<file path="src/rvm_pkg.sv">
`timescale 1ns / 1ps
package rvm_pkg;

  typedef enum logic [5:0] {
    OP_NOP = 6'd0, OP_INT = 6'd1, OP_HALT = 6'd2, OP_LOAD = 6'd3, OP_LOADI = 6'd4,
    OP_STORE = 6'd5, OP_STOREI = 6'd6, OP_SET = 6'd7, OP_ADD = 6'd8, OP_SUB = 6'd9,
    OP_MUL = 6'd10, OP_DIV = 6'd11, OP_MOD = 6'd12, OP_CMP = 6'd13, OP_AND = 6'd14,
    OP_OR = 6'd15, OP_XOR = 6'd16, OP_NOT = 6'd17, OP_SHL = 6'd18, OP_SHR = 6'd19,
    OP_JMP = 6'd20, OP_JMPR = 6'd21, OP_JZ = 6'd22, OP_JNZ = 6'd23, OP_JC = 6'd24,
    OP_JNC = 6'd25, OP_JS = 6'd26, OP_JNS = 6'd27, OP_JO = 6'd28, OP_JNO = 6'd29,
    OP_PUSH = 6'd30, OP_POP = 6'd31, OP_CALL = 6'd32, OP_CALLR = 6'd33, OP_RET = 6'd34
  } opcode_t;

  typedef enum logic [2:0] {
    EV_NONE = 3'd0, EV_PCHAR = 3'd1, EV_PINT = 3'd2, EV_DISP = 3'd3,
    EV_BADOP = 3'd4, EV_BADINT = 3'd5, EV_RANGE = 3'd6
  } event_t;

  localparam int FL_Z = 0;
  localparam int FL_N = 1;
  localparam int FL_C = 2;
  localparam int FL_V = 3;
  localparam int FL_D = 4;

  typedef enum logic [3:0] {
    ST_IDLE, ST_READ, ST_EXEC, ST_MUL, ST_DIV, ST_MEMRD, ST_WB, ST_DONE, ST_CLEAR
  } state_t;

  typedef struct packed {
    logic        start;
    logic        is_signed_neg_q;
    logic        is_signed_neg_r;
  } div_ctrl_t;

endpackage

</file>
<file path="src/rvm_divider.sv">
`timescale 1ns / 1ps
module rvm_divider (
  input  logic                 clk,
  input  logic                 rst,
  input  rvm_pkg::div_ctrl_t   ctrl,
  input  logic [31:0]          dividend_mag,
  input  logic [31:0]          divisor_mag,
  output logic                 busy,
  output logic [31:0]          quotient,
  output logic [31:0]          remainder
);
  import rvm_pkg::*;

  // Restoring division on magnitudes, one quotient bit per cycle.
  logic [31:0] quo;
  logic [31:0] rem;
  logic [31:0] dvs;
  logic [5:0]  count;
  logic        neg_q;
  logic        neg_r;
  logic [32:0] trial;

  assign trial = {rem[31:0], quo[31]} - {1'b0, dvs};

  always_ff @(posedge clk) begin
    if (rst) begin
      count <= '0;
    end else if (ctrl.start) begin
      count <= 6'd32;
    end else if (count != '0) begin
      count <= count - 6'd1;
    end
  end

  always_ff @(posedge clk) begin
    if (ctrl.start) begin
      quo   <= dividend_mag;
      rem   <= '0;
      dvs   <= divisor_mag;
      neg_q <= ctrl.is_signed_neg_q;
      neg_r <= ctrl.is_signed_neg_r;
    end else if (count != '0) begin
      if (!trial[32]) begin
        rem <= trial[31:0];
        quo <= {quo[30:0], 1'b1};
      end else begin
        rem <= {rem[30:0], quo[31]};
        quo <= {quo[30:0], 1'b0};
      end
    end
  end

  assign busy      = ctrl.start || (count != '0);
  assign quotient  = neg_q ? (32'd0 - quo) : quo;
  assign remainder = neg_r ? (32'd0 - rem) : rem;
endmodule

</file>
<file path="config.mk">
export PLATFORM = sky130hd
export DESIGN_NAME = rvm_divider
export DESIGN_NICKNAME = d
export VERILOG_FILES = /design/src/rvm_pkg.sv /design/src/rvm_divider.sv
export SDC_FILE = /design/constraint.sdc
export NUM_CORES = 1
export LEC_CHECK = 0
export ABC_AREA = 0
export BUFFER_PORTS_ARGS = -buffer_cell sky130_fd_sc_hd__buf_4
export CAP_MARGIN = 20
export CORE_MARGIN = 2
export CORE_UTILIZATION = 57
export DETAILED_ROUTE_END_ITERATION = 12
export GPL_TIMING_DRIVEN = 1
export PLACE_DENSITY = 0.84
export SLEW_MARGIN = 5
export SYNTH_ARGS = -nofsm -noshare
export SYNTH_HDL_FRONTEND = slang
export SYNTH_SLANG_ARGS = --single-unit
export TNS_END_PERCENT = 100
</file>
<file path="constraint.sdc">
create_clock -name clk -period 3.55 [get_ports clk]
set_input_delay 0.355 -clock clk [delete_from_list [all_inputs] [get_ports clk]]
set_output_delay 0.355 -clock clk [all_outputs]
set_load 0.005 [all_outputs]
</file>
==> run_results.csv, run 1 <==
group,metric,value,unit
timing,worstMarginPinSlew,1.123,ns
finish,n_antenna_cell,0,
floorplan,die_h,115.2,µm
logic_synthesis,yosysWarnings,0,
run_status,outcome,"complete, but fails checks",
timing,finalCriticalPeriod,3.630,ns
setup_path,crit_path_start,"rem[14]",
setup_path,endpoint_kind,"primary output",
timing,relSlewSlack,0.2516,
logic_synthesis,async_flop_share,0,
placement,io_buffers,133,
power,power_leakage,3.681,nW
logic_synthesis,ys_ff_latch,104,
global_routing,grt_overflow_total,0,
timing,period_share,1.023,
drt,drc,0,
logic_synthesis,synthTopCellsByCount,"80 x xnor2_1, 66 x edfxtp_1, 56 x nand2_1",
run,maxCapViolCount,0,
drt,viasPerCell,5.804,
setup_path,reg2reg_setup_slack,0.16,ns
logic_synthesis,netlist_instances,734,
setup_path,crit_path_max_incr_delay,0.55,ns
cts,clk_pin_slew,0.07,ns
floorplan,core_region_area,12060,µm²
run_status,violations,"setup timing",
global_routing,grt_start_max_net_pins,63,
cts,cts_tree,"yes",
drt,totalWireLength,18.27,mm
cts,htree_levels,3,
logic_synthesis,ys.flop_type,"edfxtp_1",
global_routing,grt_first_pass_wirelength,28.48,mm
power,cellPowerDensity,851.0,nW/µm²
cts,cts.sinks,104,
power,clockPowerShare,0.126,
power,p_sw,0.003180,W
logic_synthesis,synth_edf_count,66,
placement,place.gp.congestion,0.9379,
logic_synthesis,ys_seq_area_frac,0.3891,
logic_synthesis,synth_nets,839,
setup_path,r2r_cells,14,
cts,cts_buffers,9,
timing,worst_slack,-0.08012,ns
logic_synthesis,synth_cell_type_count,60,
drt,drtIter0Drc,424,
floorplan,io_pins,134,
cts,clockBufferDepth,2,
power,power,0.007599,W
hold_path,min_path_cells,1,
global_routing,grt_pass1_vias,5880,
drt,route.vias.total,6199,
setup_path,r2r_end,"rem[15]",
setup_path,cp.arrival,3.28,ns
timing,drv_slew,0,
global_routing,antenna_found_initial,0,
timing,rsz0062_at_grt,"true",
setup_path,path_cells,"or4_4 > or4_4 > or2_4 > or4_4 > or3_4 > o41ai_4 > xnor2_1 > buf_4",
logic_synthesis,avgSynthCellArea,9.602,µm²
placement,dp_slack,0.05030,ns
power,power_frac_comb,0.599,
cts,clk_latency,0.36,ns
timing,hold_viol_final,0,
timing,finalSetupViolations,3,
hold_path,hp-class,"input pin to flop",
setup_path,critPathSlowestCell,"or4_4",
timing,fin_skew,0.006180,ns
logic_synthesis,synth.area.top_cells,"edfxtp_1 28%, dfxtp_1 11%, xnor2_1 9.9%",
cts,cts_root_buffer,"clkbuf_16",
setup_path,endpoint,"remainder[29]",
setup_path,critPathMaxFanout,3,
placement,dpl.hpwl,12.92,mm
power,switching_share,0.4185,
timing,max_freq,275.5,MHz
finish,syn_to_final_growth,26.68,%
setup_path,path_class,"flop to primary output",
setup_path,crit_top_cell,"or4_4",
power,intPower,0.004419,W
power,ir_drop,0.5225,mV
logic_synthesis,synth_top_area_share,0.2812,
drt,avgRoutedWirePerCell,17.10,µm
logic_synthesis,synth.most_common_cell,"xnor2_1",
power,power_frac_seq,0.274,
floorplan,fp.dieW,115.2,µm
finish,nets,1000,
logic_synthesis,syn_area,7048,µm²
floorplan,die_area,13270,µm²
setup_path,reg2reg_from,"quo[31]",
drt,first_pass_iters,5,
floorplan,num_rows,40,
global_routing,groute.usage.overall,0.2707,
setup_path,critPathRequiredTime,3.19,ns
setup_path,startpoint_type,"flop",
drt,ant_nets,0,
logic_synthesis,synth_top_area_cell,"edfxtp_1",
finish,drive_above_1_share,0.2856,
floorplan,start_util,0.5843,
-- state kept, by name, summed over array words and instances (netlist names) --
register,cells
dvs,32
neg_r,1
count,6
neg_q,1
rem,32
quo,32
-- kinds of logic (layout without fill, tap and decap cells) --
group | after synthesis | count (layout) | synth area share
adders and majority gates | 36 | 36 | 0.06497
AOI/OAI and AO/OA | 184 | 184 | 0.1729
muxes | 59 | 59 | 0.08929
and+or+nand+nor | 183 | 183 | 0.1268
xor gates and xnor gates | 91 | 91 | 0.1141
DFF | 104 | 104 | 0.3891
buffers and inverters | 77 | 243 | 0.04278
-- through the flow --
step	std cells	setup TNS, ns	area [µm²]	hold slack, ns	util
global route	1068	-0.6492	8929	0.1535	0.7402
detailed placement	1026	0	8302	0.5289	0.6883
CTS	1055	-0.3068	8752	0.1560	0.7256
floorplan	734	0	7048	0.4241	-
finish	1068	-0.1837	8929	0.1638	0.7402
global placement	1026	0	8302	0.5029	0.6883
-- final cells by class --
type	count	area, µm²
clock buffers	9	225.2
clock inverters	7	55.05
fillers	833	3133
inverters	50	187.7
multi-input cells	553	4138
flip-flops and latches	104	2749
well taps	168	210.2
repair buffers	177	1364
-- worst min-delay path by stage --
stage,startpoint,to,slack [ns]
3_5_place_dp,count[1],count[1],0.53
4_1_cts,divisor_mag[3],dvs[3],0.16
2_1_floorplan,rst,count[5],0.42
5_1_grt,divisor_mag[1],dvs[1],0.15
6_report,divisor_mag[3],dvs[3],0.16
3_3_place_gp,count[1],count[1],0.50
-- cell usage in the layout (no fill, tap or decap), types with 4 or more instances in the layout --
master	n
a211oi_1	23
a21o_1	8
a21oi_1	38
buf_4	172
clkbuf_16	10
dfxtp_1	35
edfxtp_1	66
ha_1	34
inv_1	50
mux2_2	31
mux2i_1	28
nand2_1	56
nand2b_1	6
nand3_1	7
nand4_1	6
nor2_1	53
nor3_1	9
nor4_1	4
o21a_1	6
o21ai_0	44
o21ai_2	4
o31ai_1	18
o31ai_2	6
o41ai_1	10
or3_1	12
or3_4	4
or4_1	4
or4_4	4
xnor2_1	80
xor2_1	10
-- what timing repair did --
action                     CTS  global route
cloned                       0             1
buffers inserted            13            12
pin swaps                    6            11
resized for setup           20            14
hold buffers                 0             0
hold endpoints to repair     0             0
setup endpoints to repair   14            47
-- critical path: cells and delay by family (launching register included) --
family	cells	cell delay, ns
flip-flops	1	0.33
XOR/XNOR	1	0.16
AND/OR/NAND/NOR	5	2.06
AO/OA/AOI/OAI	1	0.22
buffers and inverters	1	0.14
-- power groups by stage --
stage          registers (W)  clock network (W)  logic [W]
2_1_floorplan        0.00197                  0    0.00278
3_3_place_gp         0.00206                  0    0.00409
3_5_place_dp         0.00208                  0    0.00419
4_1_cts              0.00206           0.000980    0.00430
5_1_grt              0.00213            0.00102    0.00499
6_report             0.00209           0.000960    0.00455
-- routing by layer --
metal  part of all wire  up-vias  GRT usage
met3              0.061       18    0.05693
li1                   -     3007          -
met4              0.013        0    0.06667
met5                  0        -          0
met1               0.44     2944     0.3584
met2               0.48      230     0.4561
No activity file was read; power rests on OpenSTA's default activity.
==> inputs of run 2 (changes only) <==
Settings changed: RECOVER_POWER set to 25.
==> run_results.csv, run 2 (same netlist as run 1, synthesis figures left out) <==
group,metric,value,unit
run_status,outcome,"complete, but fails checks",
run_status,violations,"capacitance limit, slew limit, setup timing",
floorplan,io_pins,134,
placement,io_buffers,133,
floorplan,num_rows,40,
drt,avgRoutedWirePerCell,17.11,µm
placement,dpl.hpwl,12.92,mm
cts,clk_pin_slew,0.07,ns
floorplan,fp.dieW,115.2,µm
floorplan,core_region_area,12060,µm²
cts,clk_latency,0.36,ns
setup_path,path_class,"flop to primary output",
power,clockPowerShare,0.126,
power,power_frac_comb,0.599,
global_routing,antenna_found_initial,0,
finish,fin_area,8926,µm²
floorplan,die_area,13270,µm²
drt,viasPerCell,5.808,
placement,postPlaceCellArea,8302,µm²
finish,final_cell_mix,"137 x buf_4, 80 x xnor2_1, 66 x edfxtp_1",
timing,relSlewSlack,-0.02532,
cts,cts_tree,"yes",
setup_path,cp.arrival,3.27,ns
timing,hold_viol_final,0,
placement,dp_slack,0.05030,ns
finish,nets,1000,
finish,reg_top3,"dvs (32), quo (32), rem (32)",
global_routing,grt_start_max_net_pins,63,
finish,drive_above_1_share,0.2856,
drt,drtIter0Drc,460,
finish,syn_to_final_growth,26.65,%
cts,cts_root_buffer,"clkbuf_16",
power,power_frac_seq,0.274,
setup_path,endpoint_kind,"primary output",
cts,cts.sinks,104,
drt,route.vias.total,6203,
finish,n_antenna_cell,0,
hold_path,hp-class,"input pin to flop",
drt,drc,0,
timing,worst_slack,-0.07904,ns
timing,fin_hold_ws,0.1863,ns
power,power,0.007601,W
cts,clockBufferDepth,2,
timing,max_freq,275.6,MHz
cts,cts_buffers,9,
power,intPower,0.004418,W
power,cellPowerDensity,851.6,nW/µm²
floorplan,die_h,115.2,µm
finish,utilization,0.7400,
power,p_sw,0.003183,W
global_routing,groute.usage.overall,0.2707,
drt,totalWireLength,18.27,mm
drt,ant_nets,0,
cts,holdBufCountCts,0,
timing,period_share,1.022,
timing,rsz0062_at_grt,"true",
setup_path,critPathMaxFanout,3,
global_routing,grt_overflow_total,0,
timing,worstMarginPinSlew,1.538,ns
run,maxCapViolCount,1,
global_routing,grt_pass1_vias,5880,
setup_path,startpoint_type,"flop",
floorplan,start_util,0.5843,
cts,htree_levels,3,
timing,drv_slew,63,
drt,first_pass_iters,5,
power,ir_drop,0.5237,mV
timing,finalCriticalPeriod,3.629,ns
global_routing,grt_first_pass_wirelength,28.48,mm
power,switching_share,0.4188,
finish,mostFrequentLayoutCell,"buf_4",
placement,place.gp.congestion,0.9379,
setup_path,critPathRequiredTime,3.19,ns
timing,fin_skew,0.007386,ns
timing,finalSetupViolations,3,
power,power_leakage,3.673,nW
[run 2: critical path, cell delays in order, from the launching register on]
cell	delay, ns
dfxtp_2	0.33
or4_4	0.55
or4_4	0.43
or2_4	0.24
or4_4	0.43
or3_4	0.41
o41ai_4	0.22
xnor2_1	0.16
buf_4	0.14
[run 2: what timing repair did]
| item | 4_1_cts | 5_1_grt |
|---|---|---|
| endpoints found under the setup margin | 14 | 47 |
| pin swaps | 6 | 11 |
| buffers inserted | 13 | 12 |
| resized for setup | 20 | 14 |
| gates cloned | 0 | 1 |
[run 2: stage by stage]
stage                     cells  setup TNS [ns]
final                      1068         -0.1859
after global routing       1068         -0.6608
after CTS                  1055         -0.3068
after detailed placement   1026               0
after global placement     1026               0
after floorplan             734               0
[run 2: path summary, 6_finish.rpt]
check,from,endpoint,slack (ns),cells past startpoint
worst min register to register,count[1],count[1],0.53,2
worst min-delay path,divisor_mag[3],dvs[3],0.19,1
worst max-delay path,rem[14],remainder[29],-0.08,8
worst max register to register,quo[31],rem[15],0.17,14
[run 2: routing by layer]
layer	global-route usage	part of all wire
met5	0	0
met2	0.4561	0.49
met1	0.3584	0.44
met3	0.05693	0.062
met4	0.06667	0.013
[run 2: power by group through the flow]
stage / Combinational, W / Clock [W] / Sequential [W]
after floorplan: 0.00278 / 0 / 0.00197
after global placement: 0.00409 / 0 / 0.00206
after detailed placement: 0.00419 / 0 / 0.00208
after CTS: 0.00430 / 0.000980 / 0.00206
after global routing: 0.00498 / 0.00102 / 0.00213
final: 0.00456 / 0.000961 / 0.00208
[run 2: cell type report]
class                   instances  area, µm²
clock buffers                   9      225.2
multi-input cells             553       4138
clock inverters                 7      55.05
repair buffers                177       1361
inverters                      50      187.7
well taps                     168      210.2
fillers                       834       3136
flip-flops and latches        104       2749
==> inputs of run 3 (changes only) <==
Settings changed: PLACE_DENSITY 0.84 to 0.82.
==> run_results.csv, run 3 (same netlist as run 1, synthesis figures left out) <==
group,metric,value,unit
finish,final_cell_mix,"122 x buf_4, 80 x xnor2_1, 66 x edfxtp_1",
placement,io_buffers,133,
drt,totalWireLength,18.00,mm
finish,nets,986,
finish,n_antenna_cell,0,
placement,dp_slack,0.005580,ns
setup_path,critPathMaxFanout,3,
cts,clk_pin_slew,0.08,ns
finish,fillers,875,
power,ir_drop,0.5085,mV
finish,drive_above_1_share,0.2675,
global_routing,groute.usage.overall,0.2665,
setup_path,path_class,"flop to primary output",
timing,finalSetupViolations,3,
drt,drtIter0Drc,391,
finish,reg_top3,"dvs (32), quo (32), rem (32)",
placement,place.gp.congestion,0.9374,
floorplan,die_area,13270,µm²
setup_path,endpoint_kind,"primary output",
floorplan,core_region_area,12060,µm²
drt,first_pass_iters,5,
setup_path,cp.arrival,3.24,ns
cts,clk_latency,0.36,ns
run_status,outcome,"complete, but fails checks",
setup_path,reg2reg_setup_slack,0.10,ns
drt,viasPerCell,5.886,
global_routing,grt_pass1_vias,6023,
timing,hold_viol_final,0,
drt,avgRoutedWirePerCell,17.07,µm
finish,fin_cells,1054,
placement,dpl.hpwl,12.93,mm
cts,cts_tree,"yes",
drt,drc,0,
floorplan,start_util,0.5843,
timing,max_freq,278.1,MHz
floorplan,fp.dieW,115.2,µm
cts,cts.sinks,104,
floorplan,io_pins,134,
setup_path,startpoint_type,"flop",
placement,dp_cells,1022,
timing,finalCriticalPeriod,3.596,ns
run,maxCapViolCount,1,
global_routing,antenna_found_initial,0,
timing,rsz0062_at_grt,"true",
cts,clockBufferDepth,2,
cts,holdBufCountCts,0,
timing,fin_skew,0.009980,ns
floorplan,num_rows,40,
setup_path,critPathRequiredTime,3.19,ns
power,cellPowerDensity,869.2,nW/µm²
run_status,violations,"capacitance limit, slew limit, setup timing",
finish,mostFrequentLayoutCell,"buf_4",
global_routing,grt_start_max_net_pins,54,
timing,worstMarginPinSlew,1.759,ns
cts,cts_root_buffer,"clkbuf_16",
finish,syn_to_final_growth,25.90,%
global_routing,grt_overflow_total,0,
timing,worst_slack,-0.04628,ns
global_routing,grt_first_pass_wirelength,28.30,mm
floorplan,die_h,115.2,µm
power,power_leakage,3.627,nW
cts,htree_levels,3,
timing,period_share,1.013,
drt,ant_nets,0,
timing,relSlewSlack,-0.1724,
drt,route.vias.total,6204,
timing,drv_slew,34,
cts,cts_buffers,9,
hold_path,hp-class,"input pin to flop",
[run 3: path summary, 6_finish.rpt]
path,from,endpoint,cells past startpoint
setup / recovery,rem[15],remainder[29],8
hold reg to reg,count[1],count[1],2
hold / removal,divisor_mag[13],dvs[13],1
setup reg to reg,quo[31],rem[0],13
[run 3: stage by stage]
stage,hold WS [ns],util,area [µm²],power (W),setup TNS (ns)
floorplan,0.4241,-,7048,0.004746,0
global placement,0.5032,0.6858,8272,0.006113,0
detailed placement,0.5343,0.6858,8272,0.006238,0
CTS,0.1605,0.7219,8707,0.007445,-0.1381
global route,0.1805,0.7357,8874,0.008200,-0.4320
finish,0.1909,0.7357,8874,0.007713,-0.07105
[run 3: report_power, final]
group / switching [W] / internal, W / total [W]
Clock: 0.000473 / 0.000627 / 0.00110
Combinational: 0.00226 / 0.00226 / 0.00452
Sequential: 0.000456 / 0.00164 / 0.00209
[run 3: layer usage]
layer / global-route usage / routed length (µm) / vias to the layer above / part of all wire
met5: 0 / 0 / - / 0
met3: 0.04006 / 1029 / 31 / 0.057
met2: 0.4639 / 8894 / 248 / 0.49
met1: 0.3277 / 7633 / 2952 / 0.42
met4: 0.1189 / 439 / 0 / 0.024
li1: - / - / 2973 / -
[run 3: final cells by class]
type / instances / area [µm²] / share of cell area
Clock buffer: 9 / 225.2 / 0.02538
Sequential cell: 104 / 2745 / 0.3094
Tap cell: 168 / 210.2 / 0.02369
Clock inverter: 7 / 102.6 / 0.01156
Multi-Input combinational cell: 553 / 4131 / 0.4656
Inverter: 50 / 187.7 / 0.02115
Timing Repair Buffer: 163 / 1271 / 0.1433
[run 3: repair_timing]
item                                    4_1_cts  5_1_grt
pin swaps                                     8        8
endpoints found under the setup margin       12       46
setup buffers                                 6        8
cloned                                        0        2
gates resized for setup                      17       12
[run 3: critical path: stages (launching register included)]
cell,delay [ns]
dfxtp_2,0.35
or4_4,0.52
or4_4,0.43
or2_4,0.24
or4_4,0.42
or3_4,0.38
o41ai_4,0.23
xnor2_1,0.17
buf_4,0.14
